**src/hdl/i2cm_pkg.sv**
```systemverilog
// Shared types and constants for the single-byte I2C master.
`default_nettype none
package i2cm_pkg;

  localparam int unsigned ADDR_W   = 7;
  localparam int unsigned REG_W    = 16;
  localparam int unsigned IDX_W    = 2;
  localparam int unsigned IN_W     = 16;
  localparam int unsigned OUT_W    = 16;
  localparam logic [3:0]  BITS_PER_BYTE = 4'd8;

  // Register indexes on the configuration port.
  localparam logic [IDX_W-1:0] REG_DEVICE_ADDRESS   = 2'd0;
  localparam logic [IDX_W-1:0] REG_PHASE_TICKS      = 2'd1;
  localparam logic [IDX_W-1:0] REG_READ_PHASE_TICKS = 2'd2;

  localparam logic [ADDR_W-1:0] RESET_DEVICE_ADDRESS   = 7'd118;
  localparam logic [REG_W-1:0]  RESET_PHASE_TICKS      = 16'd100;
  localparam logic [REG_W-1:0]  RESET_READ_PHASE_TICKS = 16'd120;

  typedef enum logic [4:0] {
    ST_IDLE    = 5'd0,
    ST_START_A = 5'd1,
    ST_START_B = 5'd2,
    ST_START_C = 5'd3,
    ST_ABIT_HI = 5'd4,
    ST_ABIT_LO = 5'd5,
    ST_AACK_HI = 5'd6,
    ST_AACK_LO = 5'd7,
    ST_DBIT_HI = 5'd8,
    ST_DBIT_LO = 5'd9,
    ST_DACK_HI = 5'd10,
    ST_DACK_LO = 5'd11,
    ST_RBIT_H1 = 5'd12,
    ST_RBIT_H2 = 5'd13,
    ST_RBIT_LO = 5'd14,
    ST_NACK_HI = 5'd15,
    ST_NACK_LO = 5'd16,
    ST_STOP_A  = 5'd17,
    ST_STOP_B  = 5'd18,
    ST_STOP_C  = 5'd19
  } step_t;

  // One tick as classified by the front end.
  typedef struct packed {
    logic       start_cmd;
    logic       is_read;
    logic [7:0] write_byte;
    logic       sda_sample;
  } item_t;

  typedef struct packed {
    logic [ADDR_W-1:0] device_address;
    logic [REG_W-1:0]  phase_ticks;
    logic [REG_W-1:0]  read_phase_ticks;
  } cfg_t;

endpackage
`default_nettype wire

```
**src/hdl/i2cm_front.sv**
```systemverilog
// Front end: accepts tick transactions, decodes them and queues them for the engine.
`default_nettype none
module i2cm_front (
  input  wire                        clk,
  input  wire                        rst,
  input  wire                        in_valid,
  output logic                       in_ready,
  input  wire  [i2cm_pkg::IN_W-1:0]  in_data,
  input  wire                        in_user,
  output logic                       q_valid,
  input  wire                        q_pop,
  output i2cm_pkg::item_t            q_item
);

  i2cm_pkg::item_t entry [2];
  i2cm_pkg::item_t decoded;
  logic            wr_ptr;
  logic            rd_ptr;
  logic [1:0]      count;
  logic            push;

  assign in_ready = (count != 2'd2);
  assign push     = in_valid && in_ready;
  assign q_valid  = (count != 2'd0);
  assign q_item   = entry[rd_ptr];

  always_comb begin
    decoded.start_cmd  = in_data[0];
    decoded.is_read    = in_user;
    decoded.write_byte = in_data[8:1];
    decoded.sda_sample = in_data[9];
  end

  always_ff @(posedge clk) begin
    if (push) begin
      entry[wr_ptr] <= decoded;
    end
  end

  always_ff @(posedge clk) begin
    if (rst) begin
      wr_ptr <= 1'b0;
      rd_ptr <= 1'b0;
      count  <= 2'd0;
    end else begin
      if (push) wr_ptr <= ~wr_ptr;
      if (q_pop) rd_ptr <= ~rd_ptr;
      unique case ({push, q_pop})
        2'b10:   count <= count + 2'd1;
        2'b01:   count <= count - 2'd1;
        default: count <= count;
      endcase
    end
  end

endmodule
`default_nettype wire

```
**src/hdl/i2cm_engine.sv**
```systemverilog
// Back end: bus sequencer stepped once per queued tick, with a registered result.
`default_nettype none
module i2cm_engine #(
  parameter int unsigned TIMER_WIDTH = 16
) (
  input  wire                        clk,
  input  wire                        rst,
  input  i2cm_pkg::cfg_t             cfg,
  input  wire                        q_valid,
  output logic                       q_pop,
  input  i2cm_pkg::item_t            q_item,
  output logic                       out_valid,
  input  wire                        out_ready,
  output logic [i2cm_pkg::OUT_W-1:0] out_data
);

  localparam int unsigned EXT_W = (TIMER_WIDTH > i2cm_pkg::REG_W) ? TIMER_WIDTH
                                                                    : i2cm_pkg::REG_W;

  i2cm_pkg::step_t        step, step_next, cur;
  logic [TIMER_WIDTH-1:0] tick, tick_next, tick_cur;
  logic [3:0]             bitc, bitc_next, bit_inc;
  logic [7:0]             shreg, shreg_next;
  logic [7:0]             rhold, rhold_next;
  logic [7:0]             pdata, pdata_next;
  logic                   pread, pread_next;
  logic [1:0]             ack, ack_next;

  logic [EXT_W-1:0]       plen_ext, rlen_ext;
  logic [TIMER_WIDTH-1:0] plen, rlen, len;
  logic [TIMER_WIDTH:0]   tick_inc;
  logic                   scl, sda, drv, done;
  logic [i2cm_pkg::OUT_W-1:0] result;

  assign plen_ext = EXT_W'(cfg.phase_ticks);
  assign rlen_ext = EXT_W'(cfg.read_phase_ticks);

  // A zero length behaves as one tick.
  always_comb begin
    plen = plen_ext[TIMER_WIDTH-1:0];
    rlen = rlen_ext[TIMER_WIDTH-1:0];
    if (plen == '0) plen = TIMER_WIDTH'(1);
    if (rlen == '0) rlen = TIMER_WIDTH'(1);
  end

  assign q_pop = q_valid && (!out_valid || out_ready);

  always_comb begin
    cur        = step;
    tick_cur   = tick;
    bitc_next  = bitc;
    shreg_next = shreg;
    rhold_next = rhold;
    pdata_next = pdata;
    pread_next = pread;
    ack_next   = ack;
    tick_next  = tick;
    step_next  = step;
    bit_inc    = bitc + 4'd1;
    scl        = 1'b1;
    sda        = 1'b1;
    drv        = 1'b0;
    done       = 1'b0;
    len        = plen;
    tick_inc   = '0;

    if (step == i2cm_pkg::ST_IDLE && q_item.start_cmd) begin
      pread_next = q_item.is_read;
      pdata_next = q_item.write_byte;
      shreg_next = {cfg.device_address, q_item.is_read};
      ack_next   = 2'b00;
      bitc_next  = 4'd0;
      bit_inc    = 4'd1;
      tick_cur   = '0;
      cur        = i2cm_pkg::ST_START_A;
    end

    if (cur != i2cm_pkg::ST_IDLE) begin
      len = (cur == i2cm_pkg::ST_RBIT_H1 || cur == i2cm_pkg::ST_RBIT_H2) ? rlen : plen;

      // Sample acknowledge in the middle of the SCL high phase.
      if (tick_cur == (plen >> 1)) begin
        if (cur == i2cm_pkg::ST_AACK_HI) ack_next[0] = ~q_item.sda_sample;
        if (cur == i2cm_pkg::ST_DACK_HI) ack_next[1] = ~q_item.sda_sample;
      end
      if (cur == i2cm_pkg::ST_RBIT_H2 && tick_cur == '0) begin
        shreg_next = {shreg_next[6:0], q_item.sda_sample};
      end

      unique case (cur)
        i2cm_pkg::ST_START_A: begin scl = 1'b1; sda = 1'b1; drv = 1'b1; end
        i2cm_pkg::ST_START_B: begin scl = 1'b1; sda = 1'b0; drv = 1'b1; end
        i2cm_pkg::ST_START_C: begin scl = 1'b0; sda = 1'b0; drv = 1'b1; end
        i2cm_pkg::ST_ABIT_HI,
        i2cm_pkg::ST_DBIT_HI: begin scl = 1'b1; sda = shreg_next[7]; drv = 1'b1; end
        i2cm_pkg::ST_ABIT_LO,
        i2cm_pkg::ST_DBIT_LO: begin scl = 1'b0; sda = shreg_next[7]; drv = 1'b1; end
        i2cm_pkg::ST_AACK_HI, i2cm_pkg::ST_DACK_HI, i2cm_pkg::ST_NACK_HI,
        i2cm_pkg::ST_RBIT_H1, i2cm_pkg::ST_RBIT_H2: begin
          scl = 1'b1; sda = 1'b1; drv = 1'b0;
        end
        i2cm_pkg::ST_AACK_LO, i2cm_pkg::ST_DACK_LO, i2cm_pkg::ST_NACK_LO,
        i2cm_pkg::ST_RBIT_LO: begin scl = 1'b0; sda = 1'b1; drv = 1'b0; end
        i2cm_pkg::ST_STOP_A: begin scl = 1'b0; sda = 1'b0; drv = 1'b1; end
        i2cm_pkg::ST_STOP_B: begin scl = 1'b1; sda = 1'b0; drv = 1'b1; end
        i2cm_pkg::ST_STOP_C: begin scl = 1'b1; sda = 1'b1; drv = 1'b1; end
        default:             begin scl = 1'b1; sda = 1'b1; drv = 1'b0; end
      endcase

      tick_inc  = {1'b0, tick_cur} + (TIMER_WIDTH+1)'(1);
      tick_next = tick_inc[TIMER_WIDTH-1:0];
      step_next = cur;
      if (tick_inc >= {1'b0, len}) begin
        tick_next = '0;
        unique case (cur)
          i2cm_pkg::ST_START_A: step_next = i2cm_pkg::ST_START_B;
          i2cm_pkg::ST_START_B: step_next = i2cm_pkg::ST_START_C;
          i2cm_pkg::ST_START_C: step_next = i2cm_pkg::ST_ABIT_HI;
          i2cm_pkg::ST_ABIT_HI: step_next = i2cm_pkg::ST_ABIT_LO;
          i2cm_pkg::ST_DBIT_HI: step_next = i2cm_pkg::ST_DBIT_LO;
          i2cm_pkg::ST_ABIT_LO, i2cm_pkg::ST_DBIT_LO: begin
            shreg_next = {shreg_next[6:0], 1'b0};
            bitc_next  = bit_inc;
            if (bit_inc >= i2cm_pkg::BITS_PER_BYTE) begin
              bitc_next = 4'd0;
              step_next = (cur == i2cm_pkg::ST_ABIT_LO) ? i2cm_pkg::ST_AACK_HI
                                                        : i2cm_pkg::ST_DACK_HI;
            end else begin
              step_next = (cur == i2cm_pkg::ST_ABIT_LO) ? i2cm_pkg::ST_ABIT_HI
                                                        : i2cm_pkg::ST_DBIT_HI;
            end
          end
          i2cm_pkg::ST_AACK_HI: step_next = i2cm_pkg::ST_AACK_LO;
          i2cm_pkg::ST_AACK_LO: begin
            if (pread_next) begin
              shreg_next = 8'd0;
              step_next  = i2cm_pkg::ST_RBIT_H1;
            end else begin
              shreg_next = pdata_next;
              step_next  = i2cm_pkg::ST_DBIT_HI;
            end
          end
          i2cm_pkg::ST_DACK_HI: step_next = i2cm_pkg::ST_DACK_LO;
          i2cm_pkg::ST_DACK_LO: step_next = i2cm_pkg::ST_STOP_A;
          i2cm_pkg::ST_RBIT_H1: step_next = i2cm_pkg::ST_RBIT_H2;
          i2cm_pkg::ST_RBIT_H2: step_next = i2cm_pkg::ST_RBIT_LO;
          i2cm_pkg::ST_RBIT_LO: begin
            bitc_next = bit_inc;
            if (bit_inc >= i2cm_pkg::BITS_PER_BYTE) begin
              bitc_next  = 4'd0;
              rhold_next = shreg_next;
              step_next  = i2cm_pkg::ST_NACK_HI;
            end else begin
              step_next  = i2cm_pkg::ST_RBIT_H1;
            end
          end
          i2cm_pkg::ST_NACK_HI: step_next = i2cm_pkg::ST_NACK_LO;
          i2cm_pkg::ST_NACK_LO: step_next = i2cm_pkg::ST_STOP_A;
          i2cm_pkg::ST_STOP_A:  step_next = i2cm_pkg::ST_STOP_B;
          i2cm_pkg::ST_STOP_B:  step_next = i2cm_pkg::ST_STOP_C;
          default: begin
            step_next = i2cm_pkg::ST_IDLE;
            done      = 1'b1;
          end
        endcase
      end
    end

    result = {1'b0, ack_next[1], ack_next[0], rhold_next, done,
              (step_next != i2cm_pkg::ST_IDLE), drv, sda, scl};
  end

  always_ff @(posedge clk) begin
    if (rst) begin
      step      <= i2cm_pkg::ST_IDLE;
      tick      <= '0;
      bitc      <= 4'd0;
      shreg     <= 8'd0;
      rhold     <= 8'd0;
      pdata     <= 8'd0;
      pread     <= 1'b0;
      ack       <= 2'b00;
      out_valid <= 1'b0;
    end else begin
      if (q_pop) begin
        step  <= step_next;
        tick  <= tick_next;
        bitc  <= bitc_next;
        shreg <= shreg_next;
        rhold <= rhold_next;
        pdata <= pdata_next;
        pread <= pread_next;
        ack   <= ack_next;
        out_valid <= 1'b1;
      end else if (out_ready) begin
        out_valid <= 1'b0;
      end
    end
  end

  always_ff @(posedge clk) begin
    if (q_pop) out_data <= result;
  end

endmodule
`default_nettype wire

```
**src/hdl/i2c_single_byte_master_top.sv**
```systemverilog
// Top level of the single-byte I2C master: configuration registers, front end and engine.
// A tick is queued, then registered in the engine's output register for the master side.
// Throughput: one tick per cycle unless m_tready stalls; the engine steps once per tick.
// A two-entry queue separates the front end from the engine and its output register.
// Reset (synchronous, rst high): queue empty, sequencer idle with SCL high and SDA
// released, flags and read byte cleared, registers at address 118, phase 100, read 120.
`default_nettype none
module i2c_single_byte_master_top #(
  parameter int unsigned TIMER_WIDTH = 16
) (
  input  wire                          clk,
  input  wire                          rst,
  input  wire                          s_tvalid,
  output logic                         s_tready,
  // s_tdata: [0] cmd_valid, [8:1] write_byte, [9] sda_sample, [15:10] zero
  input  wire  [i2cm_pkg::IN_W-1:0]    s_tdata,
  // s_tuser: [0] opcode
  input  wire                          s_tuser,
  output logic                         m_tvalid,
  input  wire                          m_tready,
  // m_tdata: [0] scl_level, [1] sda_level, [2] sda_driven, [3] busy_res,
  // [4] done_res, [12:5] read_byte, [13] address_acked, [14] data_acked, [15] zero
  output logic [i2cm_pkg::OUT_W-1:0]   m_tdata,
  input  wire                          cfg_we,
  input  wire  [i2cm_pkg::IDX_W-1:0]   cfg_index,
  input  wire  [i2cm_pkg::REG_W-1:0]   cfg_data
);

  i2cm_pkg::cfg_t  cfg;
  i2cm_pkg::item_t q_item;
  logic            q_valid;
  logic            q_pop;

  always_ff @(posedge clk) begin
    if (rst) begin
      cfg.device_address   <= i2cm_pkg::RESET_DEVICE_ADDRESS;
      cfg.phase_ticks      <= i2cm_pkg::RESET_PHASE_TICKS;
      cfg.read_phase_ticks <= i2cm_pkg::RESET_READ_PHASE_TICKS;
    end else if (cfg_we) begin
      unique case (cfg_index)
        i2cm_pkg::REG_DEVICE_ADDRESS:
          cfg.device_address <= cfg_data[i2cm_pkg::ADDR_W-1:0];
        i2cm_pkg::REG_PHASE_TICKS:      cfg.phase_ticks      <= cfg_data;
        i2cm_pkg::REG_READ_PHASE_TICKS: cfg.read_phase_ticks <= cfg_data;
        default: ;
      endcase
    end
  end

  i2cm_front u_front (
    .clk      (clk),
    .rst      (rst),
    .in_valid (s_tvalid),
    .in_ready (s_tready),
    .in_data  (s_tdata),
    .in_user  (s_tuser),
    .q_valid  (q_valid),
    .q_pop    (q_pop),
    .q_item   (q_item)
  );

  i2cm_engine #(
    .TIMER_WIDTH (TIMER_WIDTH)
  ) u_engine (
    .clk       (clk),
    .rst       (rst),
    .cfg       (cfg),
    .q_valid   (q_valid),
    .q_pop     (q_pop),
    .q_item    (q_item),
    .out_valid (m_tvalid),
    .out_ready (m_tready),
    .out_data  (m_tdata)
  );

  // A stop completion always leaves the bus idle.
  a_done_not_busy: assert property (@(posedge clk) disable iff (rst)
    m_tvalid && m_tdata[4] |-> !m_tdata[3])
    else $error("done_res asserted while busy_res high");

  // A released data line reads at the pull-up level.
  a_released_high: assert property (@(posedge clk) disable iff (rst)
    m_tvalid && !m_tdata[2] |-> m_tdata[1])
    else $error("sda_level low while SDA released");

  // Done pulses for a single tick only.
  a_done_pulse: assert property (@(posedge clk) disable iff (rst)
    m_tvalid && m_tready && m_tdata[4] |=> !(m_tvalid && m_tdata[4]))
    else $error("done_res on two consecutive results");

  // A full queue always has an item for the engine.
  a_full_has_item: assert property (@(posedge clk) disable iff (rst)
    !s_tready |-> q_valid)
    else $error("input stalled with an empty queue");

endmodule
`default_nettype wire

```
**config.mk**
```make
export PLATFORM = sky130hd
export DESIGN_NAME = i2c_single_byte_master_top
export DESIGN_NICKNAME = d
export VERILOG_FILES = /design/src/hdl/i2cm_pkg.sv /design/src/hdl/i2cm_front.sv /design/src/hdl/i2cm_engine.sv /design/src/hdl/i2c_single_byte_master_top.sv
export SDC_FILE = /design/constraint.sdc
export NUM_CORES = 1
export LEC_CHECK = 0
export BUFFER_PORTS_ARGS = -buffer_cell sky130_fd_sc_hd__buf_4
export CAP_MARGIN = 10
export CORE_MARGIN = 3
export CORE_UTILIZATION = 63
export CTS_BUF_LIST = sky130_fd_sc_hd__clkbuf_8
export DETAILED_ROUTE_END_ITERATION = 8
export GPL_ROUTABILITY_DRIVEN = 0
export GPL_TIMING_DRIVEN = 0
export PLACE_DENSITY = 0.85
export SLEW_MARGIN = 20
export SYNTH_ARGS = -nofsm -noshare
export SYNTH_HDL_FRONTEND = slang
export SYNTH_HIERARCHICAL = 1
export SYNTH_SLANG_ARGS = --single-unit
export TNS_END_PERCENT = 1
```
**constraint.sdc**
```tcl
create_clock -name clk -period 6.8 [get_ports clk]
set_clock_uncertainty 0.1 [all_clocks]
set_input_delay 0.68 -clock clk [delete_from_list [all_inputs] [get_ports clk]]
set_output_delay 0.68 -clock clk [all_outputs]
set_load 0.05 [all_outputs]
```
==> run summary, run 1 <==
Status - complete, but fails checks
Failing checks - DRC
Syn_nets - 902
P per Cell Area - 305 mW/mm²
Die width - 115 µm
Max-cap violations - 0
Synthesis-stage register bit count - 134
Pleak - 3.27 nW
Layout cells sized above 1 - 0.154
Row count - 39
CP startpoint kind - flop
Hold Path Origin - s_tdata[7]
Period minus WS final - 6.12 ns
TritonCTS clock tree - done
YS warnings - 6
Synth Instances - 842
Vias in the first global route - 6,737
CP required - 6.92 ns
Fill cells - 821
Post-synth top flop - dfxtp_1
Synth area leaders - dfxtp_1, edfxtp_1, mux2i_1
TritonCTS Sinks - 134
Initial antenna violation count - 0
Die H - 115 µm
Fmax - 0.163 GHz
Fin nets - 971
Hold buffer count at CTS - 0
Critical Path AT - 6.24 ns
Setup Total Neg Slack - 0 ns
GR peak layer - met2
Setup bufs post-CTS - 0
# IOs - 58
Worst min-delay path category - input port to flop
Met3 Use GR - 0.0932
Slew margin rel. - 0.335
DR WL/cell - 19.8 µm
Global-route met2 utilization - 0.507
Post_cts resized - 0
Final wirelength - 21,100 µm
Unrepaired setup endpoints after global routing - no
Die area - 0.0133 mm²
Gr ovfl total - 0
Area growth, synth to finish - 12.3%
Worst path most repeated cell - buf_2
Clock Path Buffers - 2
Tot GR Track Use - 0.326
Core Util, Final - 0.731
DRC viols - 19
Total power after layout - 2.58 mW
Placed insts - 1,035
Core Box Area - 0.0116 mm²
Slowest cell on crit path - mux2_2
Crit-path max FO - 10
Type of element capturing the critical path - flop
Vias post-DR - 7,064
Grt met1 use - 0.424
Slew Limit Fails - 0
Setup violators final - 0
Seq/Total Area, Yosys - 0.406
Mapped Area - 0.00753 mm²
Post-DP HPWL - 15,400 µm
CP Class - flop to flop
Critical-path cell list - buf_2 -> mux2_2 -> nor2b_1 -> nand2_1 -> buf_2 -> buf_2 -> buf_2 -> nand2_1 -> inv_1 -> ha_1 -> nand2_1 -> nor4_4 -> nand4_1 -> xor2_1 -> nor2_1 -> ha_1 -> nand4_1 -> nor4_1 -> o21ai_0 -> and4_1 -> clkbuf_2 -> or3_1 -> buf_2 -> mux2_2
Slowest cell delay on critical path - 0.46 ns
Ys async rst share - 0
Largest net degree at the start of global routing - 27
Starting density of the core - 0.651
H-tree Lvls - 4
Root Buffer - clkbuf_8
Worst-Skew Late Latency - 0.47 ns
Worst vdd ir - 0.000398 V
DRT Pass-1 Iters - 9
Distinct cells, synth - 68
N_diodes - 0
Syn_area_per_cell - 8.94 µm²
Post-route ant nets - 0
1st-iter DRT viols - 1,147
Clock-pin slew on the worst setup and hold paths - 0.08 ns
Most common cell after layout, fill and taps aside - dfxtp_1
Commonest non-fill, non-tap cells in the layout - dfxtp_1, nor2_1, nand2_1
Worst Hold Margin - 0.296 ns
Worst slew pin tran - 0.991 ns
Final cycle utilization of the critical path - 0.900
EDFF count, synth - 37
Port Buf Inserts - 50
Leading area contributor after synthesis - dfxtp_1
Synth top area share - 0.258
Global-route wire length before repair - 33,800 µm
Cell Count, Final, Fillers Out - 1,067
Hold Vio Cnt, Final - 0
TritonCTS Buffers - 17
Via density - 6.62
## area by class of cell
type / count / area (µm²) / share of cell area
multi-input cells: 633 / 4120 / 0.487
plain buffers: 61 / 305 / 0.0361
clock inverters: 15 / 140 / 0.0166
well taps: 143 / 179 / 0.0212
inverters: 14 / 52.6 / 0.00621
clock buffers: 17 / 234 / 0.0277
repair buffers: 50 / 375 / 0.0444
flip-flops and latches: 134 / 3050 / 0.361
## state kept, by name, indices dropped and copies added, names as in the netlist, named ones only
signal              flops
u_engine/rhold          8
u_front/wr_ptr          1
u_engine/shreg          8
cfg                    39
u_engine/bitc           4
u_front/count           2
u_engine/out_valid      1
u_front/entry          22
u_engine/ack            2
u_engine/out_data      15
u_engine/pdata          8
u_engine/step           5
u_front/rd_ptr          1
u_engine/tick          16
u_engine/pread          1
## through the flow
step	cell area [µm²]	worst slack, ns
after floorplan	7530	1.85
after global placement	8080	0.988
after detailed placement	8080	0.922
after CTS	8460	0.880
after global routing	8460	0.460
final	8460	0.678
## final timing paths
path                                              to  slack, ns  cells past startpoint
worst min-delay path             u_front/entry[1][7]       0.30                      1
worst min register to register     u_engine/pdata[6]       0.36                      2
worst max register to register  u_engine/out_data[5]       0.68                     24
worst max-delay path            u_engine/out_data[5]       0.68                     24
## cells by family after synthesis
family	count (synthesis)	synth area share
other cells	1	0.000498
mux	90	0.123
fa+ha+maj	20	0.0332
simple gates	346	0.239
buf+inv	75	0.0475
flops	134	0.406
xor+xnor	22	0.0256
compound gates	154	0.125
## Yosys cell counts (9+ instances only)
library cell / number
o21ai_0: 20
buf_2: 18
buf_4: 10
nor4_1: 10
nand2_1: 81
edfxtp_1: 37
mux2_2: 18
xor2_1: 10
nand4_1: 12
mux2i_1: 72
xnor2_1: 12
dfxtp_1: 97
nand3_1: 39
nor2_1: 84
ha_1: 20
nor3_1: 13
clkbuf_1: 27
nand2b_1: 50
inv_1: 13
nor2b_1: 10
a21oi_1: 69
a31oi_1: 12
a211oi_1: 9
## per-layer routing
metal / routed length, µm / up-vias
met2: 9410 / 553
li1: - / 3166
met4: 922 / 0
met5: 0 / -
met3: 2570 / 119
met1: 8190 / 3226
## power breakdown
group | internal, mW | total (mW) | switching, mW
clock network | 0.297 | 0.641 | 0.345
registers | 0.944 | 1.01 | 0.0626
logic | 0.287 | 0.935 | 0.649
## critical path, delay by kind of cell, from the launching register on
kind / cells / cell delay (ns)
AOI/OAI and AO/OA: 1 / 0.17
muxes: 2 / 0.75
buffers and inverters: 7 / 1.56
DFF: 1 / 0.34
and+or+nand+nor: 11 / 2.18
adders and majority gates: 2 / 0.58
xor gates and xnor gates: 1 / 0.16
Power figures use the tool's default switching activity.
==> run 2: changes to the inputs <==
--- a/config.mk
+++ b/config.mk
@@ -13,7 +13,7 @@
 export DETAILED_ROUTE_END_ITERATION = 8
 export GPL_ROUTABILITY_DRIVEN = 0
 export GPL_TIMING_DRIVEN = 0
-export PLACE_DENSITY = 0.85
+export PLACE_DENSITY = 0.91
 export SLEW_MARGIN = 20
 export SYNTH_ARGS = -nofsm -noshare
 export SYNTH_HDL_FRONTEND = slang
==> run 2 against run 1 <==
Against the previous run: the run now ends clean; first-iteration DRC count is 13% lower; critical path depth unchanged; sequential power hardly changed; combinational power barely moved; fmax is 1.4% lower; register-to-register slack worse by 0.09 ns; non-clock buffer count did not move; sequential cell count did not move; critical endpoint is now u_engine/out_data[3]; count of clock-buffer cells in the layout grew 1; largest cell class unchanged; power grew 0.27%; sequential share of layout area about the same; worst setup slack got worse by 0.088 ns; largest power group unchanged.
==> run summary, run 2 (synthesized netlist as in run 1, its figures left out) <==
Status - complete, no violations
Slew Limit Fails - 0
Final worst slack - 0.590 ns
Final cycle utilization of the critical path - 0.913
Period minus WS final - 6.21 ns
Layout cells sized above 1 - 0.153
Row count - 39
Worst min-delay path category - input port to flop
TritonCTS clock tree - done
N_diodes - 0
Slew margin rel. - 0.359
Fmax - 0.161 GHz
Tot GR Track Use - 0.322
Worst vdd ir - 0.000432 V
TritonCTS Buffers - 17
Setup Total Neg Slack - 0 ns
Post-route ant nets - 0
CP startpoint kind - flop
Area growth, synth to finish - 12.5%
Hold Vio Cnt, Final - 0
DRC viols - 0
DR WL/cell - 19.5 µm
Commonest non-fill, non-tap cells in the layout - dfxtp_1, nor2_1, nand2_1
Core Util, Final - 0.732
Setup violators final - 0
Worst slew pin tran - 0.956 ns
Critical Path AT - 6.30 ns
Die H - 115 µm
Hold buffer count at CTS - 0
TritonCTS Sinks - 134
Top Registers - cfg: 39 flops, u_front/entry: 22 flops, u_engine/tick: 16 flops
Max-cap violations - 0
Root Buffer - clkbuf_8
# IOs - 58
Global-route wire length before repair - 33,400 µm
CP required - 6.89 ns
Via density - 6.52
Unrepaired setup endpoints after global routing - no
Crit-path max FO - 10
Type of element capturing the critical path - flop
Post-DP HPWL - 14,700 µm
Port Buf Inserts - 50
Initial antenna violation count - 0
Core Box Area - 0.0116 mm²
Vias in the first global route - 6,702
DP Worst Slack - 0.831 ns
Most common cell after layout, fill and taps aside - dfxtp_1
Clock Path Buffers - 2
Gr ovfl total - 0
Post_cts resized - 0
Pleak - 3.28 nW
Die width - 115 µm
Fin nets - 971
Starting density of the core - 0.651
Worst-Skew Late Latency - 0.47 ns
Hold Path Origin - s_tdata[9]
Final wirelength - 20,800 µm
H-tree Lvls - 4
DRT Pass-1 Iters - 6
Vias post-DR - 6,958
Most flops, register - cfg
Clock-pin slew on the worst setup and hold paths - 0.08 ns
Die area - 0.0133 mm²
Setup bufs post-CTS - 0
1st-iter DRT viols - 997
Max reg flops - 39
CP Class - flop to flop
P per Cell Area - 306 mW/mm²
Largest net degree at the start of global routing - 27
[run 2: path summary, 6_finish.rpt]
| kind | endpoint | slack, ns | cells after the start |
|---|---|---|---|
| max reg2reg | u_engine/out_data[3] | 0.59 | 24 |
| min | u_front/entry[1][0] | 0.30 | 1 |
| max | u_engine/out_data[3] | 0.59 | 24 |
| min reg2reg | u_engine/pdata[6] | 0.36 | 2 |
[run 2: layer usage]
metal	track usage	up-vias	wire, µm
met5	0	-	0
met4	0.155	0	899
met3	0.0805	94	2340
met2	0.493	482	9200
met1	0.428	3224	8390
li1	-	3158	-
[run 2: area by class of cell]
type | count | area, µm²
inverter | 14 | 52.6
tap | 143 | 179
sequential | 134 | 3050
multi-input combinational | 633 | 4120
fill | 800 | 3100
clock inverter | 14 | 138
buffer | 61 | 305
timing repair buffer | 50 | 375
clock buffer | 18 | 248
[run 2: per-stage QoR]
| step | total power, mW | hold WS (ns) | instance area (µm²) | cells |
|---|---|---|---|---|
| 4_1_cts | 2.56 | 0.278 | 8470 | 1067 |
| 5_1_grt | 2.69 | 0.274 | 8470 | 1067 |
| 3_3_place_gp | 1.88 | 0.342 | 8080 | 1035 |
| 2_1_floorplan | 1.64 | 0.336 | 7530 | 842 |
| 6_report | 2.59 | 0.295 | 8470 | 1067 |
| 3_5_place_dp | 1.91 | 0.349 | 8080 | 1035 |
[run 2: worst max-delay path, cell delays in order, from the launching register on]
cell and delay [ns]:
dfxtp_1 0.35, buf_2 0.26, mux2_2 0.44, nor2b_1 0.24, nand2_1 0.13, buf_2 0.22
buf_2 0.29, buf_2 0.31, nand2_1 0.14, inv_1 0.14, ha_1 0.25, nand2_1 0.12
nor4_4 0.29, nand4_1 0.16, xor2_1 0.19, nor2_1 0.22, ha_1 0.30, nand4_1 0.14
nor2_1 0.06, o221ai_1 0.24, nand4_1 0.29, buf_2 0.28, or4_1 0.47, o31ai_1 0.09
nand4_1 0.16
[run 2: where the power goes]
group          internal (mW)  switching (mW)
clock network          0.332           0.320
logic                  0.286           0.647
registers              0.944          0.0616
==> run 3: changes to the inputs <==
--- a/config.mk
+++ b/config.mk
@@ -7,6 +7,7 @@
 export LEC_CHECK = 0
 export BUFFER_PORTS_ARGS = -buffer_cell sky130_fd_sc_hd__buf_4
 export CAP_MARGIN = 10
+export CORE_ASPECT_RATIO = 0.8
 export CORE_MARGIN = 3
 export CORE_UTILIZATION = 63
 export CTS_BUF_LIST = sky130_fd_sc_hd__clkbuf_8
==> run 3 against run 2 <==
Against the previous run: design area grew 0.15%; count of clock-buffer cells in the layout shrank 1; routed wire length shrank 0.50%; global-route usage shrank 1.2 points; via count grew 1.3%; largest cell class unchanged; highest routed layer unchanged.
==> run summary, run 3 (synthesized netlist as in run 1, its figures left out) <==
Final cycle utilization of the critical path - 0.935
Setup violators final - 0
Via density - 6.57
Die width - 128 µm
Largest delay share family, worst path - simple AND/OR/NAND/NOR gates
Vias in the first global route - 6,580
Period minus WS final - 6.35 ns
Global-route wire length before repair - 33,000 µm
Fin nets - 971
Gr ovfl total - 0
Slowest cell delay on critical path - 0.46 ns
Slowest cell on crit path - mux2_2
Setup Total Neg Slack - 0 ns
Type of element capturing the critical path - flop
Most common cell after layout, fill and taps aside - dfxtp_1
Tot GR Track Use - 0.310
TritonCTS Buffers - 17
CP startpoint kind - flop
H-tree Lvls - 4
CP required - 6.90 ns
Cell Count, Final, Fillers Out - 1,073
Post-route ant nets - 0
Row count - 35
Global-route met2 utilization - 0.436
DRC viols - 0
Slew margin rel. - 0.145
Die H - 104 µm
TritonCTS Sinks - 134
Worst-Skew Late Latency - 0.46 ns
Worst vdd ir - 0.000170 V
Area of the multi-input gates - 0.00412 mm²
DR WL/cell - 19.3 µm
Crit-path max FO - 10
Post_cts resized - 0
Clock-pin slew on the worst setup and hold paths - 0.09 ns
Fmax - 0.157 GHz
# IOs - 58
Register cell area after layout - 0.00305 mm²
Port Buf Inserts - 50
Critical path buffers and inverters - 7
Fill cells - 801
Slew Limit Fails - 0
Worst Hold Margin - 0.302 ns
Starting density of the core - 0.649
1st-iter DRT viols - 1,183
Unrepaired setup endpoints after global routing - no
Most flops, register - cfg
Top Registers - cfg: 39 flops, u_front/entry: 22 flops, u_engine/tick: 16 flops
Setup bufs post-CTS - 0
Final wirelength - 20,700 µm
CP Class - flop to flop
Commonest non-fill, non-tap cells in the layout - dfxtp_1, nor2_1, nand2_1
Initial antenna violation count - 0
Critical Path AT - 6.46 ns
Hold buffer count at CTS - 0
Area growth, synth to finish - 12.6%
Clock Path Buffers - 2
P per Cell Area - 307 mW/mm²
Grt met1 use - 0.439
Worst min-delay path category - input port to flop
Vias post-DR - 7,051
Max reg flops - 39
Critical-path cell list - buf_2 -> mux2_2 -> nor2b_1 -> nand2_1 -> buf_2 -> buf_2 -> buf_2 -> nand2_1 -> inv_1 -> ha_1 -> nand2_1 -> nor4_4 -> nand4_1 -> xor2_1 -> nor2_1 -> ha_1 -> nand4_1 -> nor4_1 -> o21ai_0 -> and4_1 -> clkbuf_2 -> or3_1 -> buf_2 -> mux2_2
TritonCTS clock tree - done
GR peak layer - met1
Worst path most repeated cell - buf_2
Met3 Use GR - 0.0923
Root Buffer - clkbuf_8
Die area - 0.0133 mm²
Placed insts - 1,040
Post-DP HPWL - 14,900 µm
Largest net degree at the start of global routing - 27
Max-cap violations - 0
Layout cells sized above 1 - 0.153
Worst slew pin tran - 1.27 ns
Pleak - 3.27 nW
Core Box Area - 0.0116 mm²
Hold Vio Cnt, Final - 0
Status - complete, no violations
DRT Pass-1 Iters - 7
-- run 3: cell count changes in the layout (fill, tap and decap cells not counted) --
cell,change
clkbuf_8,-1
clkinv_2,-3
clkinvlp_4,+2
diode_2,+1
inv_6,+2
-- run 3: final timing paths --
kind / startpoint / endpoint / slack (ns) / depth (start not counted)
worst min-delay path: s_tdata[6] / u_front/entry[0][6] / 0.30 / 1
worst min register to register: u_engine/pdata[3] / u_engine/pdata[3] / 0.37 / 2
worst max register to register: flop / u_engine/out_data[9] / 0.45 / 24
worst max-delay path: flop / u_engine/out_data[9] / 0.45 / 24
-- run 3: layer usage --
metal | up-vias | routed length [µm]
li1 | 3162 | -
met1 | 3234 | 8470
met2 | 541 | 8690
met3 | 114 | 2730
met4 | 0 | 843
met5 | - | 0
-- run 3: layout make-up --
type,count,area share
Inverter,14,0.00620
Antenna cell,1,0.000295
Clock inverter,15,0.0183
Multi-Input combinational cell,633,0.486
Sequential cell,134,0.360
Timing Repair Buffer,50,0.0443
Tap cell,148,0.0218
Buffer,61,0.0360
Clock buffer,17,0.0276
-- run 3: per-stage QoR --
stage	cell area [µm²]	setup slack, ns	utilization	power, mW
floorplan	7530	1.85	-	1.64
finish	8480	0.445	0.731	2.61
CTS	8480	0.778	0.731	2.57
global route	8480	0.315	0.731	2.70
detailed placement	8090	0.829	0.697	1.92
global placement	8090	0.895	0.697	1.89
-- run 3: power by group --
| part | leakage (nW) | switching (mW) | internal, mW |
|---|---|---|---|
| Sequential | 1.13 | 0.0631 | 0.944 |
| Clock | 0.192 | 0.337 | 0.326 |
| Combinational | 1.95 | 0.650 | 0.286 |
